### src/design/cfm_pkg.sv
// Shared types and constants of the contactor feedback monitor.
`timescale 1ns / 1ps

package cfm_pkg;

	// Widths fixed by the register map and the tick fields.
	localparam int unsigned TIMER_W  = 16;
	localparam int unsigned BITS_W   = 8;
	localparam int unsigned MASK_W   = 8;
	localparam int unsigned MAX_CH   = 8;
	localparam int unsigned CFG_W    = 64;
	localparam int unsigned CFG_IDX_W = 2;

	// Configuration register indexes.
	localparam logic [CFG_IDX_W-1:0] REG_CHANNEL_MASKS = 2'd0;
	localparam logic [CFG_IDX_W-1:0] REG_FILTER_LIMIT  = 2'd1;
	localparam logic [CFG_IDX_W-1:0] REG_SETTLE_LIMIT  = 2'd2;

	// Register reset values.
	localparam logic [CFG_W-1:0]   MASKS_RESET  = '0;
	localparam logic [TIMER_W-1:0] FILTER_RESET = 16'd500;
	localparam logic [TIMER_W-1:0] SETTLE_RESET = 16'd3000;

	// Per-tick control shared by the settle tracker and the channel checkers.
	typedef struct packed {
		logic step;      // a tick is processed in this cycle
		logic checking;  // settling is over for this tick
	} ctrl_t;

endpackage

### src/design/cfm_settle.sv
// Settling timer and run-state edge tracker.
`timescale 1ns / 1ps

module cfm_settle #(
	parameter int unsigned TICK_STEP = 5
) (
	input  logic                          clk,
	input  logic                          arst_n,
	input  logic                          step,
	input  logic                          run_active,
	input  logic [cfm_pkg::TIMER_W-1:0]   settle_limit,
	output cfm_pkg::ctrl_t                ctrl
);

	logic [cfm_pkg::TIMER_W-1:0] settle_timer_q;
	logic                        previous_run_q;
	logic [cfm_pkg::TIMER_W-1:0] timer_eff;
	logic [cfm_pkg::TIMER_W:0]   timer_sum;
	logic                        checking;

	// A run state change restarts settling in the same tick.
	assign timer_eff = (run_active != previous_run_q) ? '0 : settle_timer_q;
	assign checking  = timer_eff > settle_limit;
	assign timer_sum = {1'b0, timer_eff} + (cfm_pkg::TIMER_W + 1)'(TICK_STEP);

	assign ctrl.step     = step;
	assign ctrl.checking = checking;

	always_ff @(posedge clk or negedge arst_n) begin
		if (!arst_n) begin
			settle_timer_q <= '0;
			previous_run_q <= 1'b0;
		end else if (step) begin
			previous_run_q <= run_active;
			if (checking) begin
				settle_timer_q <= timer_eff;
			end else if (timer_sum[cfm_pkg::TIMER_W]) begin
				settle_timer_q <= '1;
			end else begin
				settle_timer_q <= timer_sum[cfm_pkg::TIMER_W-1:0];
			end
		end
	end

endmodule

### src/design/cfm_channel.sv
// Mismatch timer and fault decision for one contactor channel.
`timescale 1ns / 1ps

module cfm_channel #(
	parameter int unsigned TICK_STEP = 5
) (
	input  logic                          clk,
	input  logic                          arst_n,
	input  cfm_pkg::ctrl_t                ctrl,
	input  logic [cfm_pkg::MASK_W-1:0]    mask,
	input  logic [cfm_pkg::BITS_W-1:0]    output_state,
	input  logic                          feedback,
	input  logic [cfm_pkg::TIMER_W-1:0]   filter_limit,
	output logic                          fault
);

	logic [cfm_pkg::TIMER_W-1:0] timer_q;
	logic [cfm_pkg::TIMER_W-1:0] timer_next;
	logic [cfm_pkg::TIMER_W:0]   timer_sum;
	logic                        enabled;
	logic                        expect_on;

	assign enabled   = mask != '0;
	assign expect_on = (mask & output_state) != '0;
	assign timer_sum = {1'b0, timer_q} + (cfm_pkg::TIMER_W + 1)'(TICK_STEP);

	always_comb begin
		timer_next = timer_q;
		fault      = 1'b0;
		if (!ctrl.checking) begin
			timer_next = '0;
		end else if (enabled) begin
			if (expect_on != feedback) begin
				if (timer_q < filter_limit) begin
					timer_next = timer_sum[cfm_pkg::TIMER_W] ? '1
						: timer_sum[cfm_pkg::TIMER_W-1:0];
				end
			end else begin
				timer_next = '0;
			end
			fault = timer_next >= filter_limit;
		end
	end

	always_ff @(posedge clk or negedge arst_n) begin
		if (!arst_n) begin
			timer_q <= '0;
		end else if (ctrl.step) begin
			timer_q <= timer_next;
		end
	end

endmodule

### src/design/contactor_feedback_monitor.sv
// Top level of the contactor feedback monitor: registers, handshakes and channel array.
// A tick request accepted into the input register moves on to the result register when
// the evaluation stage fires. Throughput: one request per cycle while results are taken,
// all channel checks in parallel in one stage.
// Reset (arst_n low) clears all timers, the run history, the sticky faults and both
// valid flags, and loads the configuration registers with their reset values.
`timescale 1ns / 1ps

module contactor_feedback_monitor #(
	parameter int unsigned CHANNELS  = 8,
	parameter int unsigned TICK_STEP = 5
) (
	input  logic                            clk,
	input  logic                            arst_n,
	// Tick request channel.
	input  logic                            tick_valid,
	output logic                            tick_ready,
	input  logic [cfm_pkg::BITS_W-1:0]      output_state,
	input  logic [cfm_pkg::BITS_W-1:0]      feedback_bits,
	input  logic                            run_active,
	// Result channel.
	output logic                            result_valid,
	input  logic                            result_ready,
	output logic [cfm_pkg::BITS_W-1:0]      fault_now,
	output logic [cfm_pkg::BITS_W-1:0]      fault_latched,
	output logic                            checking,
	// Configuration write channel.
	input  logic                            cfg_valid,
	output logic                            cfg_ready,
	input  logic [cfm_pkg::CFG_IDX_W-1:0]   cfg_index,
	input  logic [cfm_pkg::CFG_W-1:0]       cfg_data
);

	// Configuration registers.
	logic [cfm_pkg::CFG_W-1:0]   channel_masks_q;
	logic [cfm_pkg::TIMER_W-1:0] filter_limit_q;
	logic [cfm_pkg::TIMER_W-1:0] settle_limit_q;

	// Input register: one tick request waiting to be evaluated.
	logic                        valid_s1;
	logic [cfm_pkg::BITS_W-1:0]  output_state_s1;
	logic [cfm_pkg::BITS_W-1:0]  feedback_bits_s1;
	logic                        run_active_s1;

	// Result register.
	logic                        valid_s2;
	logic [cfm_pkg::BITS_W-1:0]  fault_now_s2;
	logic [cfm_pkg::BITS_W-1:0]  fault_latched_s2;
	logic                        checking_s2;

	logic [cfm_pkg::BITS_W-1:0]  latched_faults_q;
	logic [cfm_pkg::BITS_W-1:0]  fault_vec;
	logic [cfm_pkg::BITS_W-1:0]  latched_next;
	cfm_pkg::ctrl_t              ctrl;
	logic                        advance;

	// The evaluation stage fires whenever a request sits in the input register and
	// the result register is empty or being drained in this same cycle. All state
	// (timers, run history, sticky faults) updates only on that cycle.
	assign advance    = valid_s1 && (!valid_s2 || result_ready);
	assign tick_ready = !valid_s1 || advance;
	assign cfg_ready  = 1'b1;

	always_ff @(posedge clk or negedge arst_n) begin
		if (!arst_n) begin
			channel_masks_q <= cfm_pkg::MASKS_RESET;
			filter_limit_q  <= cfm_pkg::FILTER_RESET;
			settle_limit_q  <= cfm_pkg::SETTLE_RESET;
		end else if (cfg_valid) begin
			// Writes to an index beyond the register list are dropped.
			unique case (cfg_index)
				cfm_pkg::REG_CHANNEL_MASKS: channel_masks_q <= cfg_data;
				cfm_pkg::REG_FILTER_LIMIT:
					filter_limit_q <= cfg_data[cfm_pkg::TIMER_W-1:0];
				cfm_pkg::REG_SETTLE_LIMIT:
					settle_limit_q <= cfg_data[cfm_pkg::TIMER_W-1:0];
				default: ;
			endcase
		end
	end

	always_ff @(posedge clk or negedge arst_n) begin
		if (!arst_n) begin
			valid_s1 <= 1'b0;
		end else if (tick_ready) begin
			valid_s1 <= tick_valid;
		end
	end

	always_ff @(posedge clk) begin
		if (tick_valid && tick_ready) begin
			output_state_s1  <= output_state;
			feedback_bits_s1 <= feedback_bits;
			run_active_s1    <= run_active;
		end
	end

	// Settling timer decides whether this tick checks the channels.
	cfm_settle #(
		.TICK_STEP (TICK_STEP)
	) u_settle (
		.clk          (clk),
		.arst_n       (arst_n),
		.step         (advance),
		.run_active   (run_active_s1),
		.settle_limit (settle_limit_q),
		.ctrl         (ctrl)
	);

	// One checker per channel; slots at or above CHANNELS never fault.
	for (genvar n = 0; n < cfm_pkg::MAX_CH; n++) begin : g_ch
		if (n < CHANNELS) begin : g_on
			cfm_channel #(
				.TICK_STEP (TICK_STEP)
			) u_channel (
				.clk          (clk),
				.arst_n       (arst_n),
				.ctrl         (ctrl),
				.mask         (channel_masks_q[n*cfm_pkg::MASK_W +: cfm_pkg::MASK_W]),
				.output_state (output_state_s1),
				.feedback     (feedback_bits_s1[n]),
				.filter_limit (filter_limit_q),
				.fault        (fault_vec[n])
			);
		end else begin : g_off
			assign fault_vec[n] = 1'b0;
		end
	end

	// Faults are only reported while checking, so the raw vector is already zero
	// in settling ticks.
	assign latched_next = latched_faults_q | fault_vec;

	always_ff @(posedge clk or negedge arst_n) begin
		if (!arst_n) begin
			latched_faults_q <= '0;
			valid_s2         <= 1'b0;
		end else begin
			if (advance) begin
				latched_faults_q <= latched_next;
				valid_s2         <= 1'b1;
			end else if (result_ready) begin
				valid_s2 <= 1'b0;
			end
		end
	end

	always_ff @(posedge clk) begin
		if (advance) begin
			fault_now_s2     <= fault_vec;
			fault_latched_s2 <= latched_next;
			checking_s2      <= ctrl.checking;
		end
	end

	assign result_valid  = valid_s2;
	assign fault_now     = fault_now_s2;
	assign fault_latched = fault_latched_s2;
	assign checking      = checking_s2;

endmodule

### config.mk
export PLATFORM = sky130hd
export DESIGN_NAME = contactor_feedback_monitor
export DESIGN_NICKNAME = d
export VERILOG_FILES = /design/src/design/cfm_pkg.sv /design/src/design/cfm_settle.sv /design/src/design/cfm_channel.sv /design/src/design/contactor_feedback_monitor.sv
export SDC_FILE = /design/constraint.sdc
export NUM_CORES = 1
export LEC_CHECK = 0
export BUFFER_PORTS_ARGS = -buffer_cell sky130_fd_sc_hd__buf_2
export CAP_MARGIN = 5
export CORE_MARGIN = 2
export CORE_UTILIZATION = 45
export CTS_CLUSTER_SIZE = 25
export DETAILED_ROUTE_END_ITERATION = 10
export GPL_TIMING_DRIVEN = 0
export SLEW_MARGIN = 20
export SYNTH_ARGS = -nofsm -noshare
export SYNTH_HDL_FRONTEND = slang
export SYNTH_HIERARCHICAL = 1
export SYNTH_SLANG_ARGS = --single-unit
### constraint.sdc
create_clock -name clk -period 4 [get_ports clk]
set_input_delay 0 -clock clk [delete_from_list [all_inputs] [get_ports clk]]
set_output_delay 0 -clock clk [all_outputs]
set_load 0.02 [all_outputs]
==> run_results.csv, run 1 <==
group,metric,value,unit
global_routing,grt_start_max_net_pins,93,
routing,wl_per_cell,23.2,µm
sta,rsz0062_at_grt,"true",
critical_path,cp-start-kind,"flop",
critical_path,reg2reg_setup_slack,-0.40,ns
synth,ys_top_cells_by_area,"dfrtp_1 (26%), ha_1 (15%), a21oi_1 (4.8%), mux2_2 (4.5%), edfxtp_1 (4.4%)",
sta,period_share,110,%
cts,htreeDepth,2,
synth,synth_top_area_cell,"dfrtp_1",
critical_path,crit_required,4.32,ns
cts,cts_tree,"done",
routing,postRouteAntennaNets,0,
global_routing,grt_pass1_vias,22300,
cts,clkLatencyLatePin,0.59,ns
finish,register_area,7380,µm²
routing,vias_per_cell,6.33,
cts,numCtsBuffers,39,
finish,drive_above_1_share,27.6,%
synth,synthCells,2573,
critical_path,crit_top_cell,"buf_12",
finish,fin_util,58.1,%
synth,synth_compound_area_share,21.0,%
sta,final-setup-viol-count,22,
finish,final_cells,3651,
critical_path,crit_arrival,4.72,ns
placed_design,place.detailed.hpwl,56700,µm
pwr,peakVddDrop,372,µV
sta,tightestPinTransition,1.22,ns
outcome,status,"finished, violations left",
finish,areaGrowthSynthToFinish,28.4,%
min_path,worstHoldPathType,"primary input to async pin",
synth,syn-num-nets,2931,
synth,synth-simple-area-share,21.1,%
cts,path_clk_slew,0.05,ns
placed_design,port_buffers,106,
synth,muxShareOfSynthArea,4.72,%
critical_path,crit_path_top_delay_cell,"dfstp_4",
routing,dr.pass1.iters,8,
critical_path,worstPathCellList,"buf_12 -> buf_12 -> inv_6 -> ha_4 -> nand2_4 -> nor3_4 -> or4b_4 -> and3_4 -> buf_8 -> nand3_2 -> o211ai_1 -> ha_1 -> nand2b_4 -> a21o_1 -> a211oi_4 -> nor4_2 -> o31ai_2 -> a31oi_2 -> or2_4",
critical_path,cp.buffers_inverters,4,
synth,synth_seq_cells,285,
floorplanning,die_w,231,µm
run,maxCapViolCount,0,
global_routing,overflow,0,
synth,post-synth-top-area-fraction,25.8,%
critical_path,setup.worst_path.class,"flop to flop",
floorplanning,num_io_pins,108,
routing,vias,23100,
floorplanning,num_rows,83,
sta,slew-limit-headroom,18.9,%
synth,synthXorXnorAreaFrac,0.676,%
sta,finalMaxSlewViolations,0,
routing,drtIter0Drc,2538,
outcome,violations,"hold timing, setup timing",
sta,hold_violations,2,
critical_path,path_delay_family,"simple AND/OR/NAND/NOR gates",
critical_path,crit_fanout,5,
sta,fmax,227,MHz
placed_design,dpl_worst_slack,-1.30,ns
synth,synth_async_sr_flop_share,88.1,%
floorplanning,core,51100,µm²
placed_design,dp.cells,3364,
synth,synth_flop_cell,"dfrtp_1",
global_routing,grtUsageTotal,31.2,%
sta,fin_crit,4.40,ns
pwr,p_leak,13.0,nW
cts,max-clock-path-buffers,3,
critical_path,cp-end-kind,"flop",
pwr,powerDensity,358,nW/µm²
synth,yosysSeqAreaShare,31.7,%
critical_path,cpPeakStageDelay,0.66,ns
cts,cts_sinks,285,
sta,clock_skew,0.0219,ns
synth,synth_top_cells_by_count,"ha_1 (270), dfrtp_1 (238), a21oi_1 (223), nand2_1 (194), inv_1 (150)",
cts,root_buffer,"clkbuf_16",
finish,nFillCells,4417,
synth,synth_area,23100,µm²
finish,multiInputGateArea,15600,µm²
routing,wirelength,84900,µm
synth,yosys.cell_count.top_type,"ha_1",
routing,drc,0,
synth,synth_top_family_by_area,"simple AND/OR/NAND/NOR gates",
floorplanning,die_area,53200,µm²
synth,synth-edff-count,34,
floorplanning,die_h,231,µm
synth,ys_warn_count,6,
critical_path,r2r-start,"filter_limit_q[8]",
critical_path,r2r_cells,19,
critical_path,worstReg2RegEnd,"fault_latched[6]",
global_routing,antenna_found_initial,3,
finish,layout.nets,3297,
synth,synthAdderAreaFrac,14.6,%
synth,yosysUniqueCellTypes,84,
sta,fin_ws,-0.404,ns
sta,whs,-0.00475,ns
global_routing,grt_pass1_wl,130000,µm
synth,syn_avg_cell_area,8.99,µm²
floorplanning,initial_core_util,45.3,%
placed_design,gp_congestion,0.942,
registers in the layout, indices dropped and copies added (netlist names):
signal,flops
channel_masks_q,64
checking,1
fault_latched,8
fault_now,8
feedback_bits_s1,8
filter_limit_q,16
g_ch.g_on.u_channel/timer_q,128
latched_faults_q,8
output_state_s1,8
result_valid,1
run_active_s1,1
settle_limit_q,16
u_settle/previous_run_q,1
u_settle/settle_timer_q,16
valid_s1,1
cells in the final DEF (no fill, tap or decap), types with 34 or more instances in the layout:
| master | count |
|---|---|
| ha_1 | 243 |
| dfrtp_1 | 227 |
| a21oi_1 | 211 |
| nand2_1 | 177 |
| nor3_1 | 132 |
| inv_1 | 126 |
| nor2_1 | 118 |
| buf_2 | 116 |
| buf_4 | 106 |
| mux2_2 | 92 |
| nand3_1 | 91 |
| dlygate4sd3_1 | 89 |
| o21ai_0 | 66 |
| a31oi_1 | 62 |
| and3_1 | 57 |
| a211oi_1 | 56 |
| a311oi_1 | 51 |
| nand4_1 | 49 |
| clkbuf_16 | 41 |
| a22oi_1 | 37 |
| a21o_1 | 36 |
| and2_1 | 36 |
| edfxtp_1 | 34 |
worst reg2reg max path, cell delays in order (launching register included):
cell and delay [ns]:
dfstp_4 0.66, buf_12 0.15, buf_12 0.11, inv_6 0.03
ha_4 0.25, nand2_4 0.04, nor3_4 0.21, or4b_4 0.50
and3_4 0.19, buf_8 0.13, nand3_2 0.06, o211ai_1 0.12
ha_1 0.32, nand2b_4 0.13, a21o_1 0.18, a211oi_4 0.28
nor4_2 0.10, o31ai_2 0.29, a31oi_2 0.16, or2_4 0.25
cell type report:
cell class                      instances  share of cell area, %
Antenna cell                            1                0.00843
Buffer                                116                   3.06
Clock buffer                           48                   3.65
Clock inverter                         24                  0.986
Inverter                              151                   2.10
Multi-Input combinational cell       2012                   52.5
Sequential cell                       285                   24.9
Tap cell                              680                   2.87
Timing Repair Buffer                  334                   9.94
what timing repair did:
item / CTS / global route
endpoints found under the hold margin: 271 / 0
endpoints found under the setup margin: 152 / 140
gates cloned: 1 / 0
pin swaps: 100 / 64
gates resized for setup: 287 / 89
buffers inserted: 113 / 24
hold buffers: 89 / 0
through the flow:
stage                     area, µm²  hold slack, ns  TNS (ns)  power (mW)
after global placement        24500           0.176   -658.86        5.88
after global routing          29700          0.0452     -9.46        11.1
final                         29700        -0.00475     -6.93        10.6
after floorplan               23100          -0.296         0        5.04
after detailed placement      24700          0.0250   -129.91        5.99
after CTS                     29100          0.0169     -6.98        10.5
worst max path at each step:
stage,startpoint,to,depth (start not counted)
floorplan,filter_limit_q[15],fault_latched[0],18
global placement,arst_n,g_ch[7].g_on.u_channel/timer_q[4],1
detailed placement,filter_limit_q[15],fault_latched[1],18
CTS,filter_limit_q[8],fault_latched[1],18
global route,filter_limit_q[7],latched_faults_q[5],20
finish,filter_limit_q[8],fault_latched[6],19
report_power, final:
part           leakage [nW]  internal (mW)  switching [mW]
sequential             3.58           3.26           0.448
combinational          8.76           1.39            1.74
clock                 0.670           2.32            1.47
total                  13.0           6.97            3.66
cell families (layout without fill, tap and decap cells):
kind of cell	count (synthesis)	in the layout
compound gates	717	717
simple gates	910	910
mux	97	97
xor+xnor	17	17
flops	285	285
buf+inv	276	673
fa+ha+maj	270	270
other cells	1	2
layer usage:
layer  part of all wire (%)  track usage, %
met2                     46            50.5
met3                    7.7            4.88
met1                     42            42.0
met4                    4.3            12.0
met5                  0.015               0
Power figures use the tool's default switching activity.
==> inputs of run 2 (changes only) <==
--- a/config.mk
+++ b/config.mk
@@ -6,9 +6,9 @@
 export NUM_CORES = 1
 export LEC_CHECK = 0
 export BUFFER_PORTS_ARGS = -buffer_cell sky130_fd_sc_hd__buf_2
-export CAP_MARGIN = 5
+export CAP_MARGIN = 20
 export CORE_MARGIN = 2
-export CORE_UTILIZATION = 45
+export CORE_UTILIZATION = 43
 export CTS_CLUSTER_SIZE = 25
 export DETAILED_ROUTE_END_ITERATION = 10
 export GPL_TIMING_DRIVEN = 0
==> run_results.csv, run 2 (synthesized netlist as in run 1, its figures left out) <==
group,metric,value,unit
pwr,powerDensity,349,nW/µm²
placed_design,place.detailed.hpwl,56800,µm
placed_design,gp_congestion,0.943,
pwr,p_leak,13.0,nW
cts,cts_sinks,285,
routing,wirelength,86000,µm
finish,finalInstanceArea,29800,µm²
critical_path,cp-start-kind,"flop",
sta,tightestPinTransition,0.808,ns
critical_path,path_delay_family,"simple AND/OR/NAND/NOR gates",
global_routing,grt_start_max_net_pins,89,
global_routing,antenna_found_initial,1,
outcome,status,"finished, violations left",
finish,regMostFlops,"g_ch.g_on.u_channel/timer_q",
critical_path,r2r_cells,20,
floorplanning,num_io_pins,108,
sta,slew-limit-headroom,46.0,%
sta,fin_ws,-0.484,ns
sta,clock_skew,0.0214,ns
floorplanning,core,52900,µm²
routing,postRouteAntennaNets,0,
floorplanning,num_rows,84,
critical_path,cp-end-kind,"flop",
min_path,worstHoldPathType,"primary input to flop",
routing,drtIter0Drc,2126,
routing,vias,23200,
critical_path,cp.buffers_inverters,5,
global_routing,grt_pass1_vias,22400,
finish,final_cell_mix,"ha_1 (240), dfrtp_1 (228), a21oi_1 (215)",
cts,max-clock-path-buffers,3,
routing,drc,0,
cts,cts_tree,"done",
cts,root_buffer,"clkbuf_16",
critical_path,crit_arrival,4.79,ns
global_routing,grtUsageTotal,29.8,%
sta,fin_crit,4.48,ns
critical_path,cpPeakStageDelay,0.51,ns
routing,vias_per_cell,6.31,
critical_path,crit_path_top_delay_cell,"dfrtp_4",
finish,largest_reg_flops,128,
pwr,p_total,10.4,mW
floorplanning,die_area,55600,µm²
finish,register_area,7380,µm²
floorplanning,die_w,236,µm
floorplanning,die_h,236,µm
sta,finalMaxSlewViolations,0,
finish,reg_top3,"g_ch.g_on.u_channel/timer_q: 128 flops, channel_masks_q: 64 flops",
finish,drive_above_1_share,27.7,%
finish,areaGrowthSynthToFinish,28.9,%
sta,period_share,112,%
cts,numCtsBuffers,37,
outcome,violations,"setup timing",
floorplanning,initial_core_util,43.7,%
global_routing,grt_pass1_wl,130000,µm
min_path,whs_path_depth,4,
finish,multiInputGateArea,15500,µm²
sta,rsz0062_at_grt,"true",
finish,layout_commonest_cell,"ha_1",
critical_path,crit_fanout,5,
sta,hold_violations,0,
cts,htreeDepth,2,
critical_path,crit_top_cell,"buf_12",
critical_path,setup.worst_path.class,"flop to flop",
pwr,peakVddDrop,324,µV
sta,whs,0.0548,ns
placed_design,dpl_cell_area,24700,µm²
routing,dr.pass1.iters,8,
cts,path_clk_slew,0.06,ns
sta,final-setup-viol-count,24,
critical_path,worstPathCellList,"buf_12 -> buf_12 -> buf_12 -> inv_8 -> ha_4 -> nand4_1 -> nor3_2 -> or4b_4 -> and3_4 -> buf_8 -> nand3_2 -> o211ai_1 -> ha_1 -> nand2b_4 -> a21o_1 -> a211oi_2 -> nor4_2 -> o31ai_1 -> a31oi_2 -> or2_4",
critical_path,crit_required,4.31,ns
critical_path,critical_path_depth,20,
run,maxCapViolCount,0,
placed_design,port_buffers,106,
routing,wl_per_cell,23.4,µm
cts,clkLatencyLatePin,0.58,ns
finish,layout.nets,3312,
global_routing,overflow,0,
finish,nFillCells,4627,
sta,fmax,223,MHz
==> run 2: cell type report <==
type	instances	share of cell area, %
multi-input combinational	2012	52.1
sequential	285	24.8
timing repair buffer	349	10.8
clock buffer	53	3.66
buffer	118	3.10
tap	688	2.89
inverter	151	2.10
clock inverter	15	0.500
antenna	1	0.00840
==> run 2: repair_timing <==
action	in CTS	in global routing
pin swaps	100	79
endpoints found under the setup margin	153	151
buffers inserted	111	36
hold buffers	90	0
gates cloned	1	2
resized for setup	238	126
hold endpoints to repair	279	0
==> run 2: final timing paths <==
path	from	slack, ns	to
worst min-delay path	cfg_index[0]	0.05	filter_limit_q[9]
worst min register to register	latched_faults_q[3]	0.47	latched_faults_q[3]
worst max register to register	filter_limit_q[14]	-0.48	fault_latched[4]
min in group asynchronous	arst_n	0.41	g_ch[4].g_on.u_channel/timer_q[1]
worst max-delay path	filter_limit_q[14]	-0.48	fault_latched[4]
max in group asynchronous	arst_n	2.52	filter_limit_q[10]
==> run 2: report_power, final <==
group / internal [mW] / switching (mW)
Combinational: 1.45 / 1.80
Clock: 2.04 / 1.44
Sequential: 3.26 / 0.396
==> run 2: worst register-to-register path, stage by stage (launching register included) <==
cell,delay [ns]
dfrtp_4,0.51
buf_12,0.15
buf_12,0.13
buf_12,0.12
inv_8,0.05
ha_4,0.12
nand4_1,0.15
nor3_2,0.29
or4b_4,0.50
and3_4,0.20
buf_8,0.14
nand3_2,0.06
o211ai_1,0.09
ha_1,0.30
nand2b_4,0.13
a21o_1,0.19
a211oi_2,0.28
nor4_2,0.08
o31ai_1,0.28
a31oi_2,0.18
or2_4,0.27
==> run 2: through the flow <==
| step | instances | worst slack [ns] | TNS, ns | utilization (%) |
|---|---|---|---|---|
| after floorplan | 2573 | 0.0819 | 0 | - |
| after global placement | 3367 | -2.12 | -659.87 | 46.4 |
| after detailed placement | 3372 | -1.35 | -150.46 | 46.7 |
| after CTS | 3636 | -0.420 | -6.76 | 54.6 |
| after global routing | 3671 | -0.607 | -10.82 | 56.4 |
| final | 3672 | -0.484 | -7.57 | 56.4 |
==> run 2: per-layer routing <==
layer | track usage, % | vias to the layer above | part of all wire [%] | routed length, µm
li1 | - | 10600 | - | -
met1 | 39.3 | 11300 | 41 | 35700
met4 | 11.9 | 2 | 4.8 | 4160
met5 | 0 | - | 0.021 | 18
met2 | 48.7 | 1076 | 46 | 39500
met3 | 4.76 | 225 | 7.7 | 6620
